File: config.mk
export PLATFORM = sky130hd
export DESIGN_NAME = hex_triplet_line_deframer
export DESIGN_NICKNAME = d
export VERILOG_FILES = /design/src/rtl/htld_pkg.sv /design/src/rtl/hex_triplet_line_deframer.sv
export SDC_FILE = /design/constraint.sdc
export NUM_CORES = 2
export LEC_CHECK = 0
export BUFFER_PORTS_ARGS = -buffer_cell sky130_fd_sc_hd__buf_2
export CAP_MARGIN = 20
export CORE_ASPECT_RATIO = 0.9
export CORE_MARGIN = 3
export CORE_UTILIZATION = 50
export CTS_CLUSTER_SIZE = 28
export DETAILED_ROUTE_END_ITERATION = 10
export GPL_ROUTABILITY_DRIVEN = 0
export HOLD_SLACK_MARGIN = 0.03
export PLACE_DENSITY = 0.69
export RECOVER_POWER = 100
export SETUP_SLACK_MARGIN = 0.5
export SLEW_MARGIN = 25
export SYNTH_ARGS = -nofsm -noshare
export SYNTH_HDL_FRONTEND = slang
export SYNTH_SLANG_ARGS = --single-unit
File: constraint.sdc
create_clock -name clk -period 6.4 [get_ports clk]
set_input_delay 0.64 -clock clk [delete_from_list [all_inputs] [get_ports clk]]
set_output_delay 0.64 -clock clk [all_outputs]
set_load 0.02 [all_outputs]
File: src/rtl/htld_pkg.sv
// Package for the hex triplet line deframer.
// Holds character codes, field widths, parameter defaults and the hex digit decoder.
// No dependencies.
`timescale 1ns / 1ps

package htld_pkg;

  localparam int LINE_LIMIT_DEF   = 384;
  localparam int MAX_TRIPLETS_DEF = 64;

  localparam int CHUNK_CHARS = 6;
  localparam int CMD_W       = 8;
  localparam int ZONE_W      = 5;
  localparam int DATA_W      = 8;
  localparam int TRIPLET_W   = CMD_W + ZONE_W + DATA_W;
  localparam int OUT_TDATA_W = ((TRIPLET_W + 7) / 8) * 8;

  localparam logic [7:0] CHAR_LF        = 8'h0A;
  localparam logic [7:0] CHAR_CR        = 8'h0D;
  localparam logic [7:0] CHAR_PRINT_LO  = 8'h20;
  localparam logic [7:0] CHAR_PRINT_HI  = 8'h7E;

  typedef struct packed {
    logic       ok;
    logic [3:0] nib;
  } hex_digit_t;

  // Decode one ASCII hex digit, either case.
  function automatic hex_digit_t hex_decode(input logic [7:0] c);
    hex_digit_t r;
    r.ok  = 1'b1;
    r.nib = 4'h0;
    if (c >= 8'h30 && c <= 8'h39) begin
      r.nib = 4'(c - 8'h30);
    end else if (c >= 8'h41 && c <= 8'h46) begin
      r.nib = 4'(c - 8'h37);
    end else if (c >= 8'h61 && c <= 8'h66) begin
      r.nib = 4'(c - 8'h57);
    end else begin
      r.ok = 1'b0;
    end
    return r;
  endfunction

endpackage

File: src/rtl/hex_triplet_line_deframer.sv
// Top level of the hex triplet line deframer: line assembly, triplet store, drain.
// Depends on htld_pkg.
`timescale 1ns / 1ps

// Takes one received byte per cycle while idle. CR or LF closes a line; printable
// bytes are gathered into six-character chunks and every all-hex chunk, up to
// MAX_TRIPLETS per line, is kept in an on-chip triplet memory (command, zone low
// five bits, data). When a non-empty line closes, the kept triplets stream out in
// arrival order, the final one with tlast set. The read of the first triplet is
// primed as the line end is taken, and each taken triplet moves the single read
// port of the triplet memory on to the next; input is held off during the drain.
// A printable byte beyond LINE_LIMIT characters in a line is dropped with all that
// the line gathered, and gathering starts afresh. The memory needs no clearing
// after reset, since only entries written in the current line are ever sent out.
module hex_triplet_line_deframer
  import htld_pkg::*;
#(
  parameter int LINE_LIMIT   = LINE_LIMIT_DEF,
  parameter int MAX_TRIPLETS = MAX_TRIPLETS_DEF
) (
  input  logic                   clk,
  input  logic                   rst_n,
  input  logic                   in_tvalid,
  output logic                   in_tready,
  input  logic [7:0]             in_tdata,   // rx_byte[7:0]
  output logic                   out_tvalid,
  input  logic                   out_tready,
  output logic [OUT_TDATA_W-1:0] out_tdata,  // command_code[7:0], zone_number[12:8],
                                             // data_value[20:13], zero pad above
  output logic                   out_tlast   // last_of_line
);

  localparam int LEN_W = $clog2(LINE_LIMIT + 1);
  localparam int CNT_W = $clog2(MAX_TRIPLETS + 1);
  localparam int IDX_W = (MAX_TRIPLETS > 1) ? $clog2(MAX_TRIPLETS) : 1;

  typedef enum logic [1:0] {
    S_IDLE = 2'b01,
    S_SHOW = 2'b10
  } state_t;

  state_t           state_r, state_nxt;
  logic [LEN_W-1:0] line_len_r, line_len_nxt;
  logic [2:0]       pos_r, pos_nxt;
  logic [23:0]      asm_r, asm_nxt;
  logic             all_hex_r, all_hex_nxt;
  logic [CNT_W-1:0] count_r, count_nxt;
  logic [IDX_W-1:0] rd_idx_r, rd_idx_nxt;

  logic [TRIPLET_W-1:0] store_mem [MAX_TRIPLETS];
  logic [TRIPLET_W-1:0] mem_q_r;
  logic [IDX_W-1:0]     rd_addr;
  logic                 wr_en;
  logic [TRIPLET_W-1:0] wr_data;

  logic       in_acc, out_acc, is_eol, is_print, is_last;
  hex_digit_t hd;

  assign in_tready  = (state_r == S_IDLE);
  assign out_tvalid = (state_r == S_SHOW);
  assign in_acc     = in_tvalid && in_tready;
  assign out_acc    = out_tvalid && out_tready;
  assign is_eol     = (in_tdata == CHAR_CR) || (in_tdata == CHAR_LF);
  assign is_print   = (in_tdata >= CHAR_PRINT_LO) && (in_tdata <= CHAR_PRINT_HI);
  assign hd         = hex_decode(in_tdata);
  assign is_last    = ({{(CNT_W - IDX_W){1'b0}}, rd_idx_r} + CNT_W'(1)) == count_r;

  assign out_tdata  = {{(OUT_TDATA_W - TRIPLET_W){1'b0}}, mem_q_r};
  assign out_tlast  = is_last;

  always_comb begin
    state_nxt    = state_r;
    line_len_nxt = line_len_r;
    pos_nxt      = pos_r;
    asm_nxt      = asm_r;
    all_hex_nxt  = all_hex_r;
    count_nxt    = count_r;
    rd_idx_nxt   = rd_idx_r;
    rd_addr      = rd_idx_r;
    wr_en        = 1'b0;
    wr_data      = '0;
    case (state_r)
      S_IDLE: begin
        if (in_acc && is_eol) begin
          if (line_len_r != '0) begin
            if (count_r != '0) begin
              // prime the read of the first triplet
              rd_idx_nxt = '0;
              rd_addr    = '0;
              state_nxt  = S_SHOW;
            end else begin
              line_len_nxt = '0;
              pos_nxt      = '0;
              asm_nxt      = '0;
              all_hex_nxt  = 1'b1;
            end
          end
        end else if (in_acc && is_print) begin
          if (line_len_r == LEN_W'(LINE_LIMIT)) begin
            // overlong: drop everything this line gathered so far
            line_len_nxt = '0;
            count_nxt    = '0;
            pos_nxt      = '0;
            asm_nxt      = '0;
            all_hex_nxt  = 1'b1;
          end else begin
            line_len_nxt = line_len_r + LEN_W'(1);
            if (hd.ok) begin
              asm_nxt = {asm_r[19:0], hd.nib};
            end else begin
              all_hex_nxt = 1'b0;
            end
            pos_nxt = pos_r + 3'd1;
            if (pos_r == 3'(CHUNK_CHARS - 1)) begin
              if (all_hex_nxt && (count_r < CNT_W'(MAX_TRIPLETS))) begin
                wr_en     = 1'b1;
                wr_data   = {asm_nxt[7:0], asm_nxt[12:8], asm_nxt[23:16]};
                count_nxt = count_r + CNT_W'(1);
              end
              pos_nxt     = '0;
              asm_nxt     = '0;
              all_hex_nxt = 1'b1;
            end
          end
        end
      end
      S_SHOW: begin
        if (out_acc) begin
          if (is_last) begin
            state_nxt    = S_IDLE;
            line_len_nxt = '0;
            count_nxt    = '0;
            pos_nxt      = '0;
            asm_nxt      = '0;
            all_hex_nxt  = 1'b1;
          end else begin
            // advance: next entry lands in the read register at this edge
            rd_idx_nxt = rd_idx_r + IDX_W'(1);
            rd_addr    = rd_idx_nxt;
          end
        end
      end
      default: begin
        state_nxt = S_IDLE;
      end
    endcase
  end

  always_ff @(posedge clk) begin
    if (!rst_n) begin
      state_r    <= S_IDLE;
      line_len_r <= '0;
      pos_r      <= '0;
      asm_r      <= '0;
      all_hex_r  <= 1'b1;
      count_r    <= '0;
      rd_idx_r   <= '0;
    end else begin
      state_r    <= state_nxt;
      line_len_r <= line_len_nxt;
      pos_r      <= pos_nxt;
      asm_r      <= asm_nxt;
      all_hex_r  <= all_hex_nxt;
      count_r    <= count_nxt;
      rd_idx_r   <= rd_idx_nxt;
    end
  end

  // triplet memory: one write port, one registered read port
  always_ff @(posedge clk) begin
    if (wr_en) begin
      store_mem[count_r[IDX_W-1:0]] <= wr_data;
    end
    mem_q_r <= store_mem[rd_addr];
  end

  a_no_input_during_drain: assert property (@(posedge clk) disable iff (!rst_n)
    out_tvalid |-> !in_tready)
    else $error("input accepted while triplets drain");

  a_count_bound: assert property (@(posedge clk) disable iff (!rst_n)
    count_r <= CNT_W'(MAX_TRIPLETS))
    else $error("triplet count beyond store depth");

  a_len_bound: assert property (@(posedge clk) disable iff (!rst_n)
    line_len_r <= LEN_W'(LINE_LIMIT))
    else $error("line length beyond limit");

  a_drain_continues: assert property (@(posedge clk) disable iff (!rst_n)
    (out_acc && !out_tlast) |=> (out_tvalid && count_r == $past(count_r)))
    else $error("drain stopped before the last triplet");

  a_drain_ends_clear: assert property (@(posedge clk) disable iff (!rst_n)
    (out_acc && out_tlast) |=> (count_r == '0 && line_len_r == '0 && in_tready))
    else $error("line state not cleared after drain");

endmodule

==> run summary <==
The run finished, with violations left. The checks that failed: max-capacitance violations, max-slew violations. The count of flip-flops with a built-in enable after synthesis is 1344. The number of post-CTS setup repair buffers came out at 0. After synthesis the netlist holds a flip-flop and latch count of 1417. The remaining routing DRC violations came out at 0. In this run the tightest slew margin relative to its limit is -39.09%. TritonCTS built the clock tree. In the final layout, the share of cells above drive strength 1 is between 10% and 20%. The number of distinct library cell variants in the gate-level netlist after synthesis came out at 87. The fraction of the mapped netlist area in compound gates came out at between 10 and 15%. Summed over all failing endpoints, the final setup total negative slack is 0 ns.

The portion of synthesized area spent on multiplexers is 5.026%. The transition time at the pin with the least slew margin is 2.086 ns. The share of synthesized flip-flops with an asynchronous set or reset came out at 0%. The most used flip-flop cell after synthesis is edfxtp_1. Setup violations remaining at the end of the flow were counted as 0.

The starting DRC count in detailed routing is 5489. In this run the core area contains ~120 standard-cell rows. The count of boundary I/O pins is 39. The die outline height came out at 329.6 microns. The via count of the first global-routing pass is 34360. The data required time of the worst path is 7.00 ns. Setup repair after global routing left no endpoint under its margin.

The synthesized netlist cell count came out at 3890. The clock net sink count is 1417. The sort of element at the start of the critical path is a flop. The clock latency on the worst-skew pair is 0.76 ns.

For this design the ratio of total power to cell area is 291.3 mW/mm^2. The minimum hold slack came out at 0.1974 ns. The maximum resistive drop on vdd is 0.2802 mV. The H-tree was split into 4 levels. The top fanout value on the critical path is 111. On the final layout, the worst clock skew is 0.02200 ns.

The synthesized-area fraction occupied by adder cells came out at 0.2581%. Once detailed placement completed, the half-perimeter wirelength came to 91390 microns. The top cell types in the final layout, fill and taps aside, are edfxtp_1, nand2_1, a211oi_1, and3_1, mux2i_1. The library cell used as clock root buffer is clkbuf_16. The multi-input logic area is 0.01518 sq mm. The total leakage power came out at roughly 21 nW.

The minimum clock period came out at between 5 and 6 ns. The type of the worst setup path is reg -> reg. The starting utilization of the core area came out at between 50% and 60%. The area of the mapped netlist is 0.05817 sq mm.

The portion of the clock cycle consumed by the worst path in the final layout came out at 90.39%. The residual overflow from global routing is 0. The total of fill cells in the finished design is around 8900. The total core area is between 0.1 and 0.15 sq mm. The final max-slew violation count is 1448. The total power of the final layout is 0.01892 W. The x dimension of the die came out at 365.6 microns. After synthesis, the largest family of logic cells by area is compound AO/OA/AOI/OAI gates. The overall die area is 0.1205 sq mm. The area share of xor/xnor cells in the synthesized design came out at 0.3463%.

The signed area change from the synthesized netlist to the final layout came out at 11.65%. For the worst setup path, the data arrival time is 6.39 ns. The total CTS buffers came out at roughly 140.

Port buffering added 35 buffers. The initial antenna violation count came out at 6. At the end of the flow, the number of nets in the layout was 3956. The synthesized netlist devotes 8.588% of its cell area to simple gates.

The detail route stage leaves a number of antenna-violating nets equal to 0. The number of vias in the routed layout came out at 36540. The sequential fraction of the synthesis area is roughly 72%. The number of hold buffers added after CTS was 0. The buffer levels on the longest clock path came out at 3. The largest net degree at the start of global routing is 210. The area occupied by registers is 0.04182 sq mm. The number of optimization iterations in the first detailed-route pass is 6.

The maximum achievable frequency came out at 172.9 MHz. The worst setup path is captured at a flop. The wire length of the first global-routing pass is 234000 microns. The max-cap violation count is 48. The post-cts gate resize count is 0. The worst min-delay path category is in -> reg. The final wirelength is 160700 microns.

The hold violation total from the final report was 0. The clock input transition at the sequential cells of the worst setup and hold paths is roughly 0.06 ns. Leaving out fill and tap cells, the most frequent cell in the layout is edfxtp_1.

In this run the mean area of a mapped cell was about 15 sq um. The count of synthesis-stage warnings from yosys is 0. Using the TritonRoute via totals, the vias-per-cell ratio works out to 6.513.

Across every metal layer, demand over resource in global routing totals about a quarter. The wire length per cell after detailed routing came out at 28.65 microns.
[power by group]
part,switching (W),leakage (nW),total (W),internal [W]
combinational,0.000589,6.64,0.000854,0.000265
sequential,0.0000290,12.6,0.0100,0.0100
clock,0.00349,2.19,0.00802,0.00454
[stage by stage]
| stage | setup WS [ns] | util, % | instances | area, sq um |
|---|---|---|---|---|
| 2_1_floorplan | 0.8930 | - | 3892 | 58180 |
| 3_3_place_gp | 0.6994 | 52.80 | 5339 | 60880 |
| 3_5_place_dp | 0.7481 | 52.82 | 5340 | 60910 |
| 4_1_cts | 0.9500 | 56.71 | 5602 | 65390 |
| 5_1_grt | 0.3063 | 56.33 | 5609 | 64950 |
| 6_report | 0.6148 | 56.33 | 5610 | 64950 |
[worst paths after layout]
| check | slack, ns | startpoint | cells after the start | endpoint |
|---|---|---|---|---|
| worst max register to register | 0.61 | rd_idx_r[0] | 14 | mem_q_r[13] |
| worst min register to register | 0.48 | asm_r[14] | 2 | asm_r[14] |
| worst max-delay path | 0.61 | rd_idx_r[0] | 14 | mem_q_r[13] |
| worst min-delay path | 0.20 | rst_n | 2 | all_hex_r |
[area by class of cell]
type                       instances  share of cell area, %
antenna                            2               0.007706
clock buffer                     183                  6.016
clock inverter                    79                 0.8842
inverter                          27                 0.1599
multi-input combinational       2132                  23.36
sequential                      1417                  64.39
tap                             1560                  3.005
timing repair buffer             210                  2.175
[critical path, stage by stage (launching register included)]
cell and delay, ns:
dfxtp_1 0.55, ha_1 0.42, and3_1 0.36, xnor3_1 0.31
a211oi_1 0.50, o2111ai_1 0.30, o211ai_1 0.24, buf_12 0.39
buf_6 0.81, mux2i_1 0.26, mux2_2 0.19, o32ai_1 0.10
nor4_1 0.73, buf_4 0.24, nand4_1 0.09
[synthesized netlist by cell type (5+ instances only)]
| cell type | number | area, sq um |
|---|---|---|
| buf_4 | 25 | 187.7 |
| nor2b_1 | 23 | 143.9 |
| edfxtp_1 | 1344 | 40360 |
| nor4b_1 | 24 | 210.2 |
| nand4_1 | 32 | 200.2 |
| nor2_1 | 112 | 420.4 |
| buf_1 | 15 | 56.30 |
| a31oi_1 | 26 | 162.7 |
| o211ai_1 | 28 | 210.2 |
| o211a_1 | 21 | 210.2 |
| a311oi_1 | 102 | 893.4 |
| o22a_1 | 24 | 210.2 |
| inv_1 | 25 | 93.84 |
| nor3_1 | 52 | 260.3 |
| buf_6 | 9 | 101.4 |
| dfxtp_1 | 73 | 1461 |
| mux2_2 | 42 | 473.0 |
| a22oi_1 | 20 | 150.1 |
| a311o_1 | 20 | 200.2 |
| nand2b_1 | 5 | 31.28 |
| o31ai_1 | 20 | 150.1 |
| buf_2 | 90 | 450.4 |
| mux2i_1 | 237 | 2372 |
| nor4_1 | 32 | 200.2 |
| a31o_2 | 20 | 175.2 |
| or3_1 | 9 | 56.30 |
| ha_1 | 12 | 150.1 |
| and3_1 | 255 | 1595 |
| clkbuf_1 | 177 | 664.4 |
| a221o_1 | 21 | 210.2 |
| a221oi_1 | 40 | 350.3 |
| a21oi_1 | 85 | 425.4 |
| o32ai_1 | 42 | 367.9 |
| nand2_1 | 318 | 1194 |
| nand3_1 | 67 | 335.3 |
| o21ai_0 | 52 | 260.3 |
| o22ai_1 | 21 | 131.4 |
| a211oi_1 | 268 | 2012 |
| xnor2_1 | 12 | 105.1 |
[logic make-up (layout without fill, tap and decap cells)]
group | Yosys count | count (layout)
buffers and inverters | 343 | 499
multiplexers | 284 | 284
AND/OR/NAND/NOR | 967 | 967
AO/OA/AOI/OAI | 847 | 847
XOR/XNOR | 19 | 19
adder cells (fa/ha/maj) | 12 | 12
other | 1 | 5
flip-flops | 1417 | 1417
[metal layers]
metal,GRT usage (%),vias up,routed length (microns)
met5,0,-,13
met4,8.380,2,4619
met3,7.591,256,20550
met2,37.59,2297,69860
met1,39.36,18290,65700
li1,-,15690,-
[state kept, by name, indices dropped and copies added (netlist names)]
| name | count |
|---|---|
| asm_r | 24 |
| store_mem | 1344 |
| rd_idx_r | 6 |
| mem_q_r | 21 |
| pos_r | 3 |
| all_hex_r | 1 |
| line_len_r | 9 |
| count_r | 7 |
| state_r | 2 |
Note: power is estimated with default switching activity, not from simulation.
